[src/rtl/preemptive_priority_rr_scheduler_macros.svh]
// Assertion macros for the priority round-robin scheduler.
// Used by the top level; no other dependencies.
`ifndef PREEMPTIVE_PRIORITY_RR_SCHEDULER_MACROS_SVH
`define PREEMPTIVE_PRIORITY_RR_SCHEDULER_MACROS_SVH
`ifndef SYNTHESIS
// when a holds, c must hold in the same cycle
`define PPR_ASSERT_IMPL(lbl, a, c) \
  lbl: assert property (@(posedge clk) disable iff (rst) (a) |-> (c)) \
    else $error("scheduler assertion failed");
// when a holds, c must hold in the next cycle
`define PPR_ASSERT_NEXT(lbl, a, c) \
  lbl: assert property (@(posedge clk) disable iff (rst) (a) |=> (c)) \
    else $error("scheduler assertion failed");
`else
`define PPR_ASSERT_IMPL(lbl, a, c)
`define PPR_ASSERT_NEXT(lbl, a, c)
`endif
`endif

[src/rtl/ppr_pkg.sv]
// Shared types, status codes and defaults of the priority scheduler.
// No dependencies.
package ppr_pkg;
  localparam int DEPTH_DEFAULT  = 16;
  localparam int LEVELS_DEFAULT = 4;
  localparam logic [7:0] ADMIT_RESET = 8'd100;

  localparam logic [2:0] ST_LOAD_OK   = 3'd0;
  localparam logic [2:0] ST_LOAD_FULL = 3'd1;
  localparam logic [2:0] ST_RAN       = 3'd2;
  localparam logic [2:0] ST_IDLE      = 3'd3;
  localparam logic [2:0] ST_ALL_DONE  = 3'd4;

  typedef struct packed {
    logic [7:0]  name;
    logic [7:0]  arrival;
    logic [7:0]  runtime;
    logic [7:0]  left;
    logic        started;
    logic [15:0] first_run;
  } entry_t;

  typedef struct packed {
    logic        load;
    logic        run;
    logic        visit;
    logic        drain;
    logic [15:0] now;
    entry_t      load_entry;
  } level_cmd_t;

  typedef struct packed {
    logic   cand;
    logic   full;
    entry_t sel;
  } level_status_t;
endpackage

[src/rtl/ppr_cell.sv]
// One queue cell: holds a job entry, loads, shifts down from its neighbor
// or takes a run update. Depends on ppr_pkg.
module ppr_cell import ppr_pkg::*; (
  input  logic   clk,
  input  logic   load,
  input  logic   shift,
  input  logic   run,
  input  entry_t load_entry,
  input  entry_t shift_entry,
  input  entry_t run_entry,
  output entry_t entry
);
  // entry register, load wins over shift over run
  always_ff @(posedge clk) begin
    priority if (load) begin
      entry <= load_entry;
    end else if (shift) begin
      entry <= shift_entry;
    end else if (run) begin
      entry <= run_entry;
    end
  end
endmodule

[src/rtl/ppr_level.sv]
// One priority level: a chain of queue cells with fill count and
// round-robin pointer. Depends on ppr_pkg and ppr_cell.
module ppr_level import ppr_pkg::*; #(
  parameter int DEPTH = DEPTH_DEFAULT
) (
  input  logic          clk,
  input  logic          rst,
  input  level_cmd_t    cmd,
  output level_status_t stat
);
  localparam int CW = $clog2(DEPTH + 1);
  localparam int PW = (DEPTH > 1) ? $clog2(DEPTH) : 1;

  logic [CW-1:0] count;
  logic [PW-1:0] next;
  entry_t        cells [DEPTH];
  logic [DEPTH-1:0] elig;
  logic [PW-1:0] en;
  logic [PW-1:0] pos;
  logic [PW-1:0] pos1;
  logic          elig_up;
  logic          finish;
  logic          full;
  entry_t        sel;
  entry_t        run_entry;

  // per-cell eligibility for the next turn
  always_comb begin
    for (int k = 0; k < DEPTH; k++) begin
      elig[k] = (CW'(k) < count) &&
                (cmd.drain ? cells[k].started : ({8'b0, cells[k].arrival} <= cmd.now));
    end
  end

  // pointer and selected entry
  assign en      = (CW'(next) >= count) ? '0 : next;
  assign pos     = cmd.drain ? (elig[next] ? next : '0) : en;
  assign pos1    = pos + PW'(1);
  assign elig_up = (pos != PW'(DEPTH - 1)) && elig[pos1];
  assign sel     = cells[pos];
  assign finish  = (sel.left <= 8'd1);
  assign full    = (count >= CW'(DEPTH));

  always_comb begin
    run_entry           = sel;
    run_entry.left      = sel.left - 8'd1;
    run_entry.started   = 1'b1;
    run_entry.first_run = sel.started ? sel.first_run : cmd.now;
  end

  // the cell chain
  for (genvar k = 0; k < DEPTH; k++) begin : g_cell
    entry_t up;
    if (k < DEPTH - 1) begin : g_mid
      assign up = cells[k + 1];
    end else begin : g_end
      assign up = cells[k];
    end
    ppr_cell u_cell (
      .clk        (clk),
      .load       (cmd.load && !full && (CW'(k) == count)),
      .shift      (cmd.run && finish && (PW'(k) >= pos)),
      .run        (cmd.run && !finish && (PW'(k) == pos)),
      .load_entry (cmd.load_entry),
      .shift_entry(up),
      .run_entry  (run_entry),
      .entry      (cells[k])
    );
  end

  // fill count and round-robin pointer
  always_ff @(posedge clk) begin
    if (rst) begin
      count <= '0;
      next  <= '0;
    end else begin
      if (cmd.load && !full) begin
        count <= count + CW'(1);
      end else if (cmd.run && finish) begin
        count <= count - CW'(1);
      end
      if (cmd.run) begin
        next <= elig_up ? (finish ? pos : pos1) : '0;
      end else if (cmd.visit) begin
        next <= en;
      end
    end
  end

  assign stat.cand = (count != '0) && (cmd.drain ? cells[0].started : elig[en]);
  assign stat.full = full;
  assign stat.sel  = sel;
endmodule

[config.mk]
export PLATFORM = sky130hd
export DESIGN_NAME = ppr_level
export DESIGN_NICKNAME = d
export VERILOG_FILES = /design/src/rtl/preemptive_priority_rr_scheduler_macros.svh /design/src/rtl/ppr_pkg.sv /design/src/rtl/ppr_cell.sv /design/src/rtl/ppr_level.sv
export SDC_FILE = /design/constraint.sdc
export NUM_CORES = 2
export LEC_CHECK = 0
export BUFFER_PORTS_ARGS = -buffer_cell sky130_fd_sc_hd__buf_2
export CAP_MARGIN = 10
export CORE_UTILIZATION = 60
export DETAILED_ROUTE_END_ITERATION = 10
export PLACE_DENSITY_LB_ADDON = 0.08
export SLEW_MARGIN = 20
export SYNTH_ARGS = -nofsm -noshare
export SYNTH_HDL_FRONTEND = slang
export SYNTH_SLANG_ARGS = --single-unit
[constraint.sdc]
create_clock -name clk -period 13.8 [get_ports clk]
set_clock_uncertainty 0.05 [all_clocks]
set_input_delay 2.76 -clock clk [delete_from_list [all_inputs] [get_ports clk]]
set_output_delay 2.76 -clock clk [all_outputs]
set_load 0.02 [all_outputs]
==> results.py <==
metrics = {
    "worst_setup_path": {
        "worst_setup_path_end_kind": "output port",
        "arrival_ps": 9620,
        "cp-start-kind": "input port",
        "path_max_fanout": 65,
        "regToRegSetupSlack_ps": 4520,
        "criticalPathCategory": "in2out",
        "critPathRequiredTime_ps": 10990,
    },
    "floorplanning": {
        "io_pins": 122,
        "core-area_um2": 83690,
        "dieWidth_um": 293.0,
        "start_util": 0.6072,
        "rows": 106,
        "die_y_um": 293.0,
        "dieArea_um2": 85860,
    },
    "global_route": {
        "overflow": 0,
        "grt_pass1_vias": 42674,
        "grt_pass1_wl_um": 304300,
        "grt_antenna_before_repair": 7,
        "grt_max_degree": 103,
        "track_usage": 0.4923,
    },
    "logic_synthesis": {
        "synth_mux_area_frac": 0.1566,
        "synth_top_family_by_area": "compound AO/OA/AOI/OAI gates",
        "synth.avg_cell_area_um2": 9.832,
        "syn_inst": 5168,
        "ys_seq_area_frac": 0.4669,
        "synth_xor_area_frac": 0.002241,
        "syn_area_um2": 50810,
        "syn_nets": 5381,
        "synth_edf_count": 784,
        "synth-adder-area-share": 0.03497,
        "synth_compound_area_frac": 0.1740,
        "yosys.area_share.simple": 0.1169,
        "synth_cell_types": 87,
        "ys_top_cells_by_area": "edfxtp_1 (46%), mux2i_1 (14%), a21oi_1 (6.6%)",
        "synthArstFlopShare": 0,
        "synth.top_cell.area_share": 0.4633,
        "synth_top_area_cell": "edfxtp_1",
        "ys_seq_elements": 793,
        "synth_ff_type": "edfxtp_1",
        "ys_warn_count": 0,
    },
    "clocking": {
        "root_buffer": "clkbuf_16",
        "cts.repair.resized": 0,
        "clk_latency_ps": 690,
        "h-tree-depth": 3,
        "cts.path.max_buffers": 3,
        "cts_tree": "done",
        "cts.sinks": 793,
        "post_cts_buffers": 0,
        "postCtsHoldBufs": 0,
        "cts_made_buffers": 90,
        "clk_pin_slew_ps": 60,
    },
    "drt": {
        "drtAntennaViolNets": 0,
        "drt_wl_total_um": 215600,
        "vias_per_cell": 7.352,
        "vias": 45795,
        "drc": 0,
        "dr.pass1.iters": 7,
        "drtIter0Drc": 8378,
        "wl_per_cell_um": 34.62,
    },
    "layout": {
        "drive_gt1_frac": 0.1079,
        "syn_to_final_growth_pct": 8.148,
        "final_nets": 5230,
    },
    "sta": {
        "fmax_mhz": 80.43,
        "report.final.slew_viol_count": 0,
        "period_share": 0.9009,
        "setup_violations": 0,
        "tns_ps": 0,
        "hold_violations": 0,
        "period_minus_slack_ps": 12430,
        "slew_headroom": 0.1344,
        "rsz0062_at_grt": "no",
        "tightest_slew_ps": 1295,
    },
    "power_and_ir_drop": {
        "ir_drop_uv": 124.9,
        "power.leakage_nw": 23.42,
        "total_power_mw": 8.843,
        "p_per_area_nw_per_um2": 160.9,
    },
    "placement": {
        "portBuffers": 121,
        "hpwl_um": 125000,
        "gp_congestion": 1.027,
    },
    "min_path": {
        "hp-class": "reg2reg",
    },
    "flow_run": {
        "drv_cap": 0,
    },
    "run_status": {
        "status": "finished, final reports clean",
    },
}
-- layout make-up --
class / count / area [um2]
Antenna cell: 8 / 20.02
Fill cell: 6745 / 28730
Tap cell: 1134 / 1419
Multi-Input combinational cell: 3827 / 25100
Clock inverter: 53 / 444.2
Inverter: 57 / 215.2
Sequential cell: 793 / 23730
Clock buffer: 109 / 2345
Timing Repair Buffer: 248 / 1684
-- through the flow --
step,utilization,hold WS (ps),std cells,area [um2],worst slack (ps)
floorplan,-,527.3,5168,50810,805.8
global placement,0.6215,541.4,6054,52010,1383
detailed placement,0.6226,572.2,6058,52110,1770
CTS,0.6560,576.6,6220,54900,1778
global route,0.6564,603.0,6222,54940,1516
finish,0.6567,572.2,6229,54950,1367
-- routing by layer --
metal	track usage	part of all wire	wire length, um	up-vias
li1	-	-	-	18962
met1	0.6420	0.34	74270	21433
met2	0.7137	0.41	89420	4371
met3	0.1517	0.17	35610	1021
met4	0.3090	0.075	16280	8
met5	0	0.00026	55	-
-- critical path, stage by stage --
cell and delay, ps:
buf_2 290, nor4_2 810, nand3_1 720, o221ai_1 380, o31ai_1 170, nand2_1 110
a41oi_2 420, o21a_2 740, nand2_4 980, buf_4 580, a211oi_1 160, a22o_1 250
a211oi_1 840, buf_2 320
-- final timing paths --
kind | from | to | cells after the start
hold reg to reg | g_cell[3].u_cell.entry[6] | g_cell[2].u_cell.entry[6] | 2
setup reg to reg | next[0] | g_cell[2].u_cell.entry[34] | 19
setup / recovery | cmd[65] | stat[2] | 14
hold / removal | g_cell[3].u_cell.entry[6] | g_cell[2].u_cell.entry[6] | 2
-- synth_stat cells, drive strengths merged, types with 23 or more instances --
library cell and count:
a31oi 69, o21ai 285, nand3 89, edfxtp 784, clkbuf 280, a221oi 46
nor2b 23, mux2i 689, a22oi 110, a211oi 24, nor2 654, nand4 29
nor3 35, o22ai 48, nand2 538, ha 142, inv 55, a21oi 676
mux2 72, buf 211, o211ai 25, a222oi 24
-- cell usage in the layout, fill, tap and decap left out, types with 11 or more instances in the layout --
cell / n
xnor2_1: 11
a211oi_1: 23
a221oi_1: 46
nand3_1: 83
clkbuf_1: 18
a221o_1: 17
a31oi_1: 61
o211ai_1: 23
o21ai_0: 271
o22ai_1: 46
clkinv_1: 27
nand4_1: 29
mux4_2: 11
a22o_1: 20
and3_1: 11
nand2_1: 514
a21oi_1: 673
edfxtp_1: 784
a222oi_1: 24
nand2_4: 19
ha_1: 142
o31ai_1: 11
a21o_1: 16
mux2i_1: 689
a22oi_1: 110
mux2_2: 72
buf_2: 121
clkbuf_16: 91
nor3_1: 31
nor2_1: 643
buf_4: 118
nor2b_1: 23
inv_1: 53
-- report_power, final --
group          leakage, nW  switching (mW)  internal [mW]  total, mW
registers             7.16           0.103           3.22       3.32
clock network         1.34            1.07           1.29       2.36
logic                 14.9            1.97           1.19       3.16
-- cell families after synthesis --
family                     after synthesis
buffers and inverters                  548
muxes                                  772
AOI/OAI and AO/OA                     1465
xor gates and xnor gates                13
adders and majority gates              142
and+or+nand+nor                       1435
DFF                                    793
-- state kept, by name, indices dropped and copies added, names as in the netlist --
register / cells
next: 4
count: 5
g_cell.u_cell.entry: 784
Power figures use the tool's default switching activity.
